## src/rtl/assert_macros.svh

```systemverilog
// Assertion macros shared by the range owner table modules.
`ifndef ASSERT_MACROS_SVH
`define ASSERT_MACROS_SVH

// Checks that the consequent holds in every cycle in which the antecedent holds.
`define ROT_ASSERT_IMPL(lbl, clk, rstn, ante, cons) \
    lbl: assert property (@(posedge clk) disable iff (!(rstn)) (ante) |-> (cons)) \
        else $error("range owner table check failed");

// Checks that a condition holds in every cycle out of reset.
`define ROT_ASSERT_ALWAYS(lbl, clk, rstn, cond) \
    lbl: assert property (@(posedge clk) disable iff (!(rstn)) (cond)) \
        else $error("range owner table check failed");

`endif

```

## src/rtl/rot_pkg.sv

```systemverilog
// Types and constants shared by the range owner table modules.
package rot_pkg;

    localparam logic [1:0] OP_ADD_POS = 2'd0;
    localparam logic [1:0] OP_ADD_DES = 2'd1;
    localparam logic [1:0] OP_OWNER   = 2'd2;
    localparam logic [1:0] OP_COUNT   = 2'd3;

    localparam logic REG_DECLARED_COUNT = 1'b0;
    localparam logic REG_INFER_BOUND    = 1'b1;

    typedef enum logic [3:0] {
        K_ADD_POS = 4'b0001,
        K_ADD_DES = 4'b0010,
        K_OWNER   = 4'b0100,
        K_COUNT   = 4'b1000
    } t_kind;

    typedef struct packed {
        logic [1:0]  operation;
        logic [15:0] range_first;
        logic [15:0] range_last;
        logic [15:0] query_elem;
        logic [5:0]  query_action;
    } t_item;

    typedef struct packed {
        logic        status;
        logic [5:0]  action_number;
        logic        owner_valid;
        logic [15:0] owned_count;
    } t_result;

    typedef struct packed {
        t_kind       kind;
        logic [15:0] range_first;
        logic [15:0] range_last;
        logic [15:0] query_elem;
        logic [5:0]  query_action;
    } t_qent;

    typedef struct packed {
        logic  valid;
        t_qent ent;
    } t_head;

endpackage

```

## src/rtl/rot_ram.sv

```systemverilog
// Generic single write port RAM with one registered read port.
module rot_ram #(
    parameter int WIDTH = 32,
    parameter int DEPTH = 64
) (
    input  logic                                    i_clk,
    input  logic                                    i_we,
    input  logic [(DEPTH > 1 ? $clog2(DEPTH) : 1)-1:0] i_waddr,
    input  logic [WIDTH-1:0]                        i_wdata,
    input  logic [(DEPTH > 1 ? $clog2(DEPTH) : 1)-1:0] i_raddr,
    output logic [WIDTH-1:0]                        o_rdata
);
    logic [WIDTH-1:0] r_mem [DEPTH];
    logic [WIDTH-1:0] r_rdata;

    always_ff @(posedge i_clk) begin
        if (i_we) begin
            r_mem[i_waddr] <= i_wdata;
        end
        r_rdata <= r_mem[i_raddr];
    end

    assign o_rdata = r_rdata;
endmodule

```

## src/rtl/rot_front.sv

```systemverilog
// Front end: accepts commands, decodes them and queues them for the back end.
`include "assert_macros.svh"
module rot_front (
    input  logic           i_clk,
    input  logic           i_rst_n,
    input  logic           start,
    output logic           busy,
    input  rot_pkg::t_item i_item,
    input  logic           i_pop,
    output rot_pkg::t_head o_head
);
    import rot_pkg::*;

    t_qent      r_q [2];
    logic       r_wr;
    logic       r_rd;
    logic [1:0] r_cnt;
    logic [1:0] n_cnt;
    logic       push;
    t_qent      dec;

    always_comb begin
        dec.range_first  = i_item.range_first;
        dec.range_last   = i_item.range_last;
        dec.query_elem   = i_item.query_elem;
        dec.query_action = i_item.query_action;
        unique case (i_item.operation)
            OP_ADD_POS: dec.kind = K_ADD_POS;
            OP_ADD_DES: dec.kind = K_ADD_DES;
            OP_OWNER:   dec.kind = K_OWNER;
            OP_COUNT:   dec.kind = K_COUNT;
        endcase
    end

    assign busy = (r_cnt == 2'd2);
    assign push = start && !busy;

    always_comb begin
        n_cnt = r_cnt;
        if (push && !i_pop) begin
            n_cnt = r_cnt + 2'd1;
        end else if (!push && i_pop) begin
            n_cnt = r_cnt - 2'd1;
        end
    end

    always_ff @(posedge i_clk) begin
        if (!i_rst_n) begin
            r_wr  <= 1'b0;
            r_rd  <= 1'b0;
            r_cnt <= 2'd0;
        end else begin
            r_cnt <= n_cnt;
            if (push) begin
                r_wr <= ~r_wr;
            end
            if (i_pop) begin
                r_rd <= ~r_rd;
            end
        end
    end

    always_ff @(posedge i_clk) begin
        if (push) begin
            r_q[r_wr] <= dec;
        end
    end

    assign o_head.valid = (r_cnt != 2'd0);
    assign o_head.ent   = r_q[r_rd];

    `ROT_ASSERT_ALWAYS(a_cnt_bound, i_clk, i_rst_n, r_cnt <= 2'd2)
    `ROT_ASSERT_IMPL(a_pop_nonempty, i_clk, i_rst_n, i_pop, r_cnt != 2'd0)
endmodule

```

## src/rtl/rot_back.sv

```systemverilog
// Back end: keeps the range table and carries out adds, owner and count queries.
`include "assert_macros.svh"
module rot_back #(
    parameter int MAX_ACTIONS = 64,
    parameter int INDEX_BITS  = 16
) (
    input  logic             i_clk,
    input  logic             i_rst_n,
    input  rot_pkg::t_head   i_head,
    output logic             o_pop,
    input  logic [15:0]      i_declared_count,
    input  logic             i_infer_bound,
    output logic             o_done,
    output rot_pkg::t_result o_result
);
    import rot_pkg::*;

    localparam int IB = INDEX_BITS;
    localparam int AW = (MAX_ACTIONS > 1) ? $clog2(MAX_ACTIONS) : 1;
    localparam int TW = $clog2(MAX_ACTIONS + 1);
    localparam int CW = ((IB > 16) ? IB : 16) + 1;
    localparam logic [IB-1:0] IDX_MASK = {IB{1'b1}};

    typedef enum logic [4:0] {
        S_IDLE    = 5'b00001,
        S_OWN     = 5'b00010,
        S_CQ_WAIT = 5'b00100,
        S_CQ_LOAD = 5'b01000,
        S_CQ_SCAN = 5'b10000
    } t_state;

    t_state        r_state, n_state;
    logic [TW-1:0] r_total, n_total;
    logic [IB-1:0] r_next, n_next;
    logic [IB-1:0] r_high, n_high;
    logic          r_done, n_done;
    t_result       r_res, n_res;
    logic [IB-1:0] r_elem, n_elem;
    logic [AW-1:0] r_qa, n_qa;
    logic [AW-1:0] r_k, n_k;
    logic [AW-1:0] r_chk, n_chk;
    logic          r_pend, n_pend;
    logic [IB-1:0] r_p, n_p;
    logic [IB-1:0] r_hi, n_hi;
    logic [IB-1:0] r_count, n_count;
    logic          r_cov, n_cov;
    logic [IB-1:0] r_jump, n_jump;
    logic [IB-1:0] r_nstart, n_nstart;

    logic            we;
    logic [2*IB-1:0] rd_data;
    logic [IB-1:0]   e_start, e_end;
    logic [CW-1:0]   cnt_eff;
    t_qent           ent;
    logic [IB-1:0]   f_first, f_last, f_elem;
    logic [IB-1:0]   a_first, a_last;
    logic            reject;
    logic [IB-1:0]   hi_c;
    logic            u_cov;
    logic [IB-1:0]   u_jump, u_ns, p_new, c_new;
    logic            last_chk;

    rot_ram #(
        .WIDTH(2 * IB),
        .DEPTH(MAX_ACTIONS)
    ) u_ram (
        .i_clk  (i_clk),
        .i_we   (we),
        .i_waddr(AW'(r_total)),
        .i_wdata({a_first, a_last}),
        .i_raddr(r_k),
        .o_rdata(rd_data)
    );

    assign e_start = rd_data[2*IB-1:IB];
    assign e_end   = rd_data[IB-1:0];
    assign ent     = i_head.ent;
    assign f_first = IB'(ent.range_first);
    assign f_last  = IB'(ent.range_last);
    assign f_elem  = IB'(ent.query_elem);
    assign cnt_eff = i_infer_bound ? CW'(r_high) : CW'(i_declared_count);
    assign o_pop   = (r_state == S_IDLE) && i_head.valid;

    assign a_first = (ent.kind == K_ADD_POS) ? r_next : f_first;
    assign a_last  = (ent.kind == K_ADD_POS) ? r_next : f_last;
    assign reject  = (a_first > a_last) || (a_last == IDX_MASK)
                     || (!i_infer_bound && (CW'(a_last) >= CW'(i_declared_count)))
                     || (r_total >= TW'(MAX_ACTIONS));
    assign we      = o_pop && ((ent.kind == K_ADD_POS) || (ent.kind == K_ADD_DES))
                     && !reject;

    assign hi_c = ((cnt_eff != '0) && (CW'(e_end) > (cnt_eff - CW'(1))))
                  ? IB'(cnt_eff - CW'(1)) : e_end;

    always_comb begin
        u_cov  = r_cov;
        u_jump = r_jump;
        u_ns   = r_nstart;
        if (r_pend) begin
            if ((r_p >= e_start) && (r_p <= e_end)) begin
                if (!r_cov || (e_end > r_jump)) begin
                    u_jump = e_end;
                end
                u_cov = 1'b1;
            end else if ((e_start > r_p) && (e_start < r_nstart)) begin
                u_ns = e_start;
            end
        end
        if (u_cov) begin
            p_new = u_jump + IB'(1);
            c_new = r_count;
        end else begin
            p_new = u_ns;
            c_new = r_count + (u_ns - r_p);
        end
        last_chk = r_pend && (32'(r_chk) == 32'(r_total) - 32'd1);
    end

    always_comb begin
        n_state  = r_state;
        n_total  = r_total;
        n_next   = r_next;
        n_high   = r_high;
        n_done   = 1'b0;
        n_res    = '0;
        n_elem   = r_elem;
        n_qa     = r_qa;
        n_k      = r_k;
        n_chk    = r_chk;
        n_pend   = r_pend;
        n_p      = r_p;
        n_hi     = r_hi;
        n_count  = r_count;
        n_cov    = r_cov;
        n_jump   = r_jump;
        n_nstart = r_nstart;
        unique case (r_state)
            S_IDLE: begin
                if (o_pop) begin
                    unique case (ent.kind)
                        K_ADD_POS, K_ADD_DES: begin
                            n_done = 1'b1;
                            if (reject) begin
                                n_res.status = 1'b1;
                            end else begin
                                n_res.action_number = 6'(r_total);
                                n_total = r_total + TW'(1);
                                n_next  = a_last + IB'(1);
                                if ((a_last + IB'(1)) > r_high) begin
                                    n_high = a_last + IB'(1);
                                end
                            end
                        end
                        K_OWNER: begin
                            if (CW'(f_elem) >= cnt_eff) begin
                                n_done       = 1'b1;
                                n_res.status = 1'b1;
                            end else if (r_total == '0) begin
                                n_done = 1'b1;
                            end else begin
                                n_elem  = f_elem;
                                n_k     = AW'(r_total - TW'(1));
                                n_pend  = 1'b0;
                                n_state = S_OWN;
                            end
                        end
                        K_COUNT: begin
                            if (32'(ent.query_action) >= 32'(r_total)) begin
                                n_done       = 1'b1;
                                n_res.status = 1'b1;
                            end else begin
                                n_qa    = AW'(ent.query_action);
                                n_k     = AW'(ent.query_action);
                                n_state = S_CQ_WAIT;
                            end
                        end
                    endcase
                end
            end
            S_OWN: begin
                if (r_pend && (r_elem >= e_start) && (r_elem <= e_end)) begin
                    n_done              = 1'b1;
                    n_res.owner_valid   = 1'b1;
                    n_res.action_number = 6'(r_chk);
                    n_state             = S_IDLE;
                end else if (r_pend && (r_chk == '0)) begin
                    n_done  = 1'b1;
                    n_state = S_IDLE;
                end else begin
                    n_chk  = r_k;
                    n_pend = 1'b1;
                    if (r_k != '0) begin
                        n_k = r_k - AW'(1);
                    end
                end
            end
            S_CQ_WAIT: begin
                n_state = S_CQ_LOAD;
            end
            S_CQ_LOAD: begin
                if ((cnt_eff == '0) || (e_start > hi_c)) begin
                    n_done  = 1'b1;
                    n_state = S_IDLE;
                end else if ((32'(r_qa) + 32'd1) >= 32'(r_total)) begin
                    n_done            = 1'b1;
                    n_res.owned_count = 16'(hi_c - e_start + IB'(1));
                    n_state           = S_IDLE;
                end else begin
                    n_p      = e_start;
                    n_hi     = hi_c;
                    n_count  = '0;
                    n_k      = r_qa + AW'(1);
                    n_pend   = 1'b0;
                    n_cov    = 1'b0;
                    n_jump   = '0;
                    n_nstart = hi_c + IB'(1);
                    n_state  = S_CQ_SCAN;
                end
            end
            S_CQ_SCAN: begin
                if (last_chk) begin
                    if (p_new <= r_hi) begin
                        n_p      = p_new;
                        n_count  = c_new;
                        n_k      = r_qa + AW'(1);
                        n_pend   = 1'b0;
                        n_cov    = 1'b0;
                        n_jump   = '0;
                        n_nstart = r_hi + IB'(1);
                    end else begin
                        n_done            = 1'b1;
                        n_res.owned_count = 16'(c_new);
                        n_state           = S_IDLE;
                    end
                end else begin
                    n_cov    = u_cov;
                    n_jump   = u_jump;
                    n_nstart = u_ns;
                    n_chk    = r_k;
                    n_pend   = 1'b1;
                    if (32'(r_k) != 32'(r_total) - 32'd1) begin
                        n_k = r_k + AW'(1);
                    end
                end
            end
            default: begin
                n_state = S_IDLE;
            end
        endcase
    end

    always_ff @(posedge i_clk) begin
        if (!i_rst_n) begin
            r_state <= S_IDLE;
            r_total <= '0;
            r_next  <= '0;
            r_high  <= '0;
            r_done  <= 1'b0;
            r_pend  <= 1'b0;
        end else begin
            r_state <= n_state;
            r_total <= n_total;
            r_next  <= n_next;
            r_high  <= n_high;
            r_done  <= n_done;
            r_pend  <= n_pend;
        end
    end

    always_ff @(posedge i_clk) begin
        r_res    <= n_res;
        r_elem   <= n_elem;
        r_qa     <= n_qa;
        r_k      <= n_k;
        r_chk    <= n_chk;
        r_p      <= n_p;
        r_hi     <= n_hi;
        r_count  <= n_count;
        r_cov    <= n_cov;
        r_jump   <= n_jump;
        r_nstart <= n_nstart;
    end

    assign o_done   = r_done;
    assign o_result = r_res;

    `ROT_ASSERT_ALWAYS(a_total_bound, i_clk, i_rst_n, 32'(r_total) <= MAX_ACTIONS)
    `ROT_ASSERT_IMPL(a_own_nonempty, i_clk, i_rst_n, r_state == S_OWN, r_total != '0)
endmodule

```

## src/rtl/range_owner_table.sv

```systemverilog
// Range owner table top level: configuration registers, command queue and table engine.
// An add is read from the queue head and answered on the registered done output.
// An owner query reads the table newest entry first, one table entry read per cycle.
// A count query fails unless its action exists; else it scans newer actions in passes.
// Commands run one at a time; the two-entry queue takes transfers while one runs.
// Synchronous reset empties the table and clears both registers; RAM contents are kept.
module range_owner_table #(
    parameter int MAX_ACTIONS = 64,
    parameter int INDEX_BITS  = 16
) (
    input  logic             i_clk,
    input  logic             i_rst_n,
    input  logic             start,
    output logic             busy,
    input  rot_pkg::t_item   i_item,
    input  logic             i_cfg_we,
    input  logic             i_cfg_idx,
    input  logic [15:0]      i_cfg_data,
    output logic             o_done,
    output rot_pkg::t_result o_result
);
    import rot_pkg::*;

    logic [15:0] r_declared_count;
    logic        r_infer_bound;
    t_head       head;
    logic        pop;

    always_ff @(posedge i_clk) begin
        if (!i_rst_n) begin
            r_declared_count <= '0;
            r_infer_bound    <= 1'b0;
        end else if (i_cfg_we) begin
            unique case (i_cfg_idx)
                REG_DECLARED_COUNT: r_declared_count <= i_cfg_data;
                REG_INFER_BOUND:    r_infer_bound    <= i_cfg_data[0];
            endcase
        end
    end

    rot_front u_front (
        .i_clk  (i_clk),
        .i_rst_n(i_rst_n),
        .start  (start),
        .busy   (busy),
        .i_item (i_item),
        .i_pop  (pop),
        .o_head (head)
    );

    rot_back #(
        .MAX_ACTIONS(MAX_ACTIONS),
        .INDEX_BITS (INDEX_BITS)
    ) u_back (
        .i_clk           (i_clk),
        .i_rst_n         (i_rst_n),
        .i_head          (head),
        .o_pop           (pop),
        .i_declared_count(r_declared_count),
        .i_infer_bound   (r_infer_bound),
        .o_done          (o_done),
        .o_result        (o_result)
    );
endmodule
```

## config.mk

```make
export PLATFORM = sky130hd
export DESIGN_NAME = range_owner_table
export DESIGN_NICKNAME = d
export VERILOG_FILES = /design/src/rtl/rot_pkg.sv /design/src/rtl/rot_ram.sv /design/src/rtl/rot_front.sv /design/src/rtl/rot_back.sv /design/src/rtl/range_owner_table.sv
export VERILOG_INCLUDE_DIRS = /design/src /design/src/rtl
export SDC_FILE = /design/constraint.sdc
export NUM_CORES = 2
export LEC_CHECK = 0
export BUFFER_PORTS_ARGS = -buffer_cell sky130_fd_sc_hd__buf_2
export CELL_PAD_IN_SITES_DETAIL_PLACEMENT = 0
export CELL_PAD_IN_SITES_GLOBAL_PLACEMENT = 1
export CORE_ASPECT_RATIO = 1.5
export CORE_MARGIN = 2
export CORE_UTILIZATION = 40
export CTS_CLUSTER_SIZE = 10
export DETAILED_ROUTE_END_ITERATION = 10
export PLACE_DENSITY = 0.69
export SLEW_MARGIN = 20
export SYNTH_ARGS = -nofsm -noshare
export SYNTH_HDL_FRONTEND = slang
export SYNTH_SLANG_ARGS = --single-unit
```

## constraint.sdc

```tcl
create_clock -name i_clk -period 11.2 [get_ports i_clk]
set_input_delay 1.68 -clock i_clk [delete_from_list [all_inputs] [get_ports i_clk]]
set_output_delay 1.68 -clock i_clk [all_outputs]
set_load 0.02 [all_outputs]
```

==> key figures <==
Status
  – Status: finished, final reports clean

Logic synthesis
  – Primary FF master, synth: edfxtp_1
  – Sequential fraction of the synthesis area: 70.3%
  – Area fraction of the dominant cell type after synthesis: 67.9%
  – Most frequent cells after synthesis: edfxtp_1 (2279), mux4_2 (672), ha_1 (270), nor2_1 (213), inv_1 (209)
  – Synth Instances: approximately 5.3k
  – Post-synth EDFFs: 2279
  – Syn Area/Cell: ~19 um^2
  – Simple-Gate Fraction of Synth Area: under 10%
  – Synth unique cells: 81
  – Post-synthesis compound-gate area fraction: 3.13%
  – Synth Area in XOR/XNOR: under 10%
  – Post-Syn Area: 0.101 mm^2
  – Largest cells by area after synthesis: edfxtp_1 (68%), mux4_2 (15%), ha_1 (3.4%)
  – Synth Area in Adders: under 10%
  – FFs w/ async S/R, synth: 0%
  – Net Count, Synth: 5665
  – Most numerous cell in the Yosys netlist: edfxtp_1
  – Mux cell area share after synthesis: 16.6%
  – Largest family of logic cells by synthesized area: multiplexers
  – Number of synthesized register bits: 2403
  – YS warnings: 0
  – Post-synth top area cell: edfxtp_1

STA
  – Endpoints failing setup: 0
  – Worst Skew: 0.0722 ns
  – Slew headroom: 21.6%
  – Hold Fails Final Rpt: 0
  – Final Critical Period: 8.20 ns
  – Final setup TNS: 0 ns
  – Unrepaired setup endpoints after global routing: no
  – Worst Max-Slew Pin Slew: 1.17 ns
  – Fmax: 122 MHz
  – Hold slack: between 0.4 and 0.5 ns
  – Fin. max-slew vios: 0
  – Final period utilization: 73.2%

Floorplanning
  – Die X: 414 um
  – Chip height: ~620 um
  – Num rows: 225
  – # IOs: 103
  – Core area: roughly 0.25 mm^2
  – Die area: roughly 0.26 mm^2
  – Initial core utilization: between 40 and 50%

Setup path
  – Startpoint types: flop
  – Critical Path RT: 11.64 ns
  – Worst Setup Path Type: flop to flop
  – CP endpoint kind: flop
  – Buf/Inv on CP: 4
  – Largest delay share family, worst path: compound AO/OA/AOI/OAI gates
  – CP max FO: 40
  – Slowest cell delay on critical path: 0.57 ns
  – Arr. time, crit path: 8.64 ns
  – Slowest stage cell on the critical path: a21oi_1

Detailed routing
  – Drt first pass iters: 8
  – Initial DRC Count: 4749
  – Routed Antenna Nets: 0
  – DRC: 0
  – Final WL: between 200000 and 300000 um
  – Vias: between 50k and 60k
  – DR WL/cell: between 30 and 40 um
  – DR vias/cell: 5.77

Global route
  – First-pass GRT wire length: 396000 um
  – Number of global-route vias before repair: 54.4k
  – Grt total ovfl: 0
  – Gr usage total: 21.7%
  – Largest net degree at the start of global routing: 112
  – Antenna violations before repair: 14

Placed design
  – GP Congestion: 0.941
  – Post-DP HPWL: between 150000 and 200000 um
  – Port buffer count: around 100
  – Placement Cell Area: 0.107 mm^2

Clock tree
  – Worst-Skew Late Latency: 0.86 ns
  – Post-CTS Setup Inserts: 0
  – Sink Count: roughly 2.4k
  – Worst-path clk slew: 0.06 ns
  – Cts repair resizes: 0
  – Total CTS buffers: 285
  – Post-CTS Hold Fix Bufs: 0
  – Root Driver: clkbuf_16
  – Max clock buf depth: 4
  – TritonCTS clock tree: built
  – # H-tree levels: 5

Finish
  – Fraction of layout cells with a size suffix above 1: 24.8%
  – Final nets: 5992
  – Cell area after layout: 0.114 mm^2
  – Area growth syn-to-layout: 13.5%

Job
  – Max cap viols: 0

Power
  – Peak supply drop: 0.248 mV
  – Clock power frac: 30.2%
  – Sequential power share: 41.8%
  – P_int: 18.4 mW
  – Leakage: 38.1 nW
  – Switching Share: around a third
  – Switching power of the nets: 8.40 mW
  – Logic pwr share: 28.0%
  – Pwr Density: around 230 mW/mm^2

Min path
  – Worst hold path type: flop to flop
cell usage in the layout, fill, tap and decap left out, drive strengths merged, types with 20 or more instances in the layout:
| master | n |
|---|---|
| a21oi | 131 |
| nand3 | 70 |
| nand2 | 192 |
| xnor2 | 103 |
| mux2i | 110 |
| buf | 269 |
| edfxtp | 2279 |
| nor3 | 47 |
| mux2 | 40 |
| ha | 270 |
| nor2 | 213 |
| a21o | 73 |
| clkbuf | 351 |
| inv | 215 |
| nand4 | 45 |
| o21a | 38 |
| xor2 | 32 |
| nor2b | 40 |
| a21boi | 37 |
| mux4 | 672 |
| dfxtp | 124 |
| clkinv | 20 |
| o21ai | 97 |
power groups by stage:
stage	registers, mW	logic [mW]	clock network, mW
floorplan	11.3	4.60	0
global placement	11.4	7.36	0
detailed placement	11.4	7.44	0
CTS	11.2	7.47	8.26
global route	11.2	7.96	8.56
finish	11.2	7.51	8.09
stage by stage:
step,util [%],instances,setup slack (ns),total power [mW]
CTS,45.7,9005,3.03,26.9
detailed placement,42.6,8632,3.12,18.8
global placement,42.6,8632,3.15,18.7
finish,45.7,9012,3.00,26.8
floorplan,-,5302,2.40,15.9
global route,45.7,9010,2.48,27.7
registers in the layout (all words and copies together) (netlist names), 2 cells and up, named ones only:
register and cells:
u_back.r_p 16, u_back.u_ram.o_rdata 32, r_declared_count 16, u_back.o_result 24, u_back.r_total 7, u_back.r_high 16, u_back.r_chk 6, u_back.r_state 5
u_back.r_count 16, u_back.r_k 6, u_front.r_q 116, u_back.r_next 16, u_front.r_cnt 2, u_back.r_elem 16, u_back.r_qa 6, u_back.r_jump 16
u_back.r_hi 16, u_back.u_ram.r_mem 2048, u_back.r_nstart 16
cell type report:
class	instances	area, um^2
Fill cell	21199	136000
Sequential cell	2403	70900
Multi-Input combinational cell	2457	28900
Clock buffer	351	7550
Tap cell	3291	4120
Timing Repair Buffer	269	1860
Inverter	213	801
Clock inverter	22	229
Antenna cell	6	15.0
tightest hold or removal path, cell delays in order, from the launching register on:
cell and delay, ns:
dfxtp_1 0.31, nand2_1 0.05, a21boi_0 0.06
routing by layer:
metal / share of wire, % / vias to the layer above / track usage (%) / wire (um)
met5: 0.0065 / - / 0 / 18
met4: 5.2 / 2 / 10.1 / 14500
met3: 5.2 / 580 / 2.71 / 14400
met2: 54 / 1804 / 39.8 / 150000
met1: 35 / 27611 / 24.9 / 98600
li1: - / 22018 / - / -
path summary, 6_finish.rpt:
path                                 startpoint                         endpoint  slack, ns  depth (start not counted)
hold / removal    u_back.r_next[3]$_SDFFE_PN0P_    u_back.r_next[3]$_SDFFE_PN0P_       0.47                          2
setup / recovery     r_infer_bound$_SDFFE_PN0P_  u_back.r_count[1]$_SDFFCE_PP0P_       3.00                         27
hold reg to reg   u_back.r_next[3]$_SDFFE_PN0P_    u_back.r_next[3]$_SDFFE_PN0P_       0.47                          2
setup reg to reg     r_infer_bound$_SDFFE_PN0P_  u_back.r_count[1]$_SDFFCE_PP0P_       3.00                         27
kinds of logic (layout without fill, tap and decap cells):
| group | Yosys count | after routing |
|---|---|---|
| flip-flops | 2403 | 2403 |
| multiplexers | 822 | 822 |
| AND/OR/NAND/NOR | 724 | 724 |
| AO/OA/AOI/OAI | 489 | 489 |
| buffers and inverters | 442 | 855 |
| adder cells (fa/ha/maj) | 287 | 287 |
| XOR/XNOR | 135 | 135 |
| other | 0 | 6 |
Power figures use the tool's default switching activity.
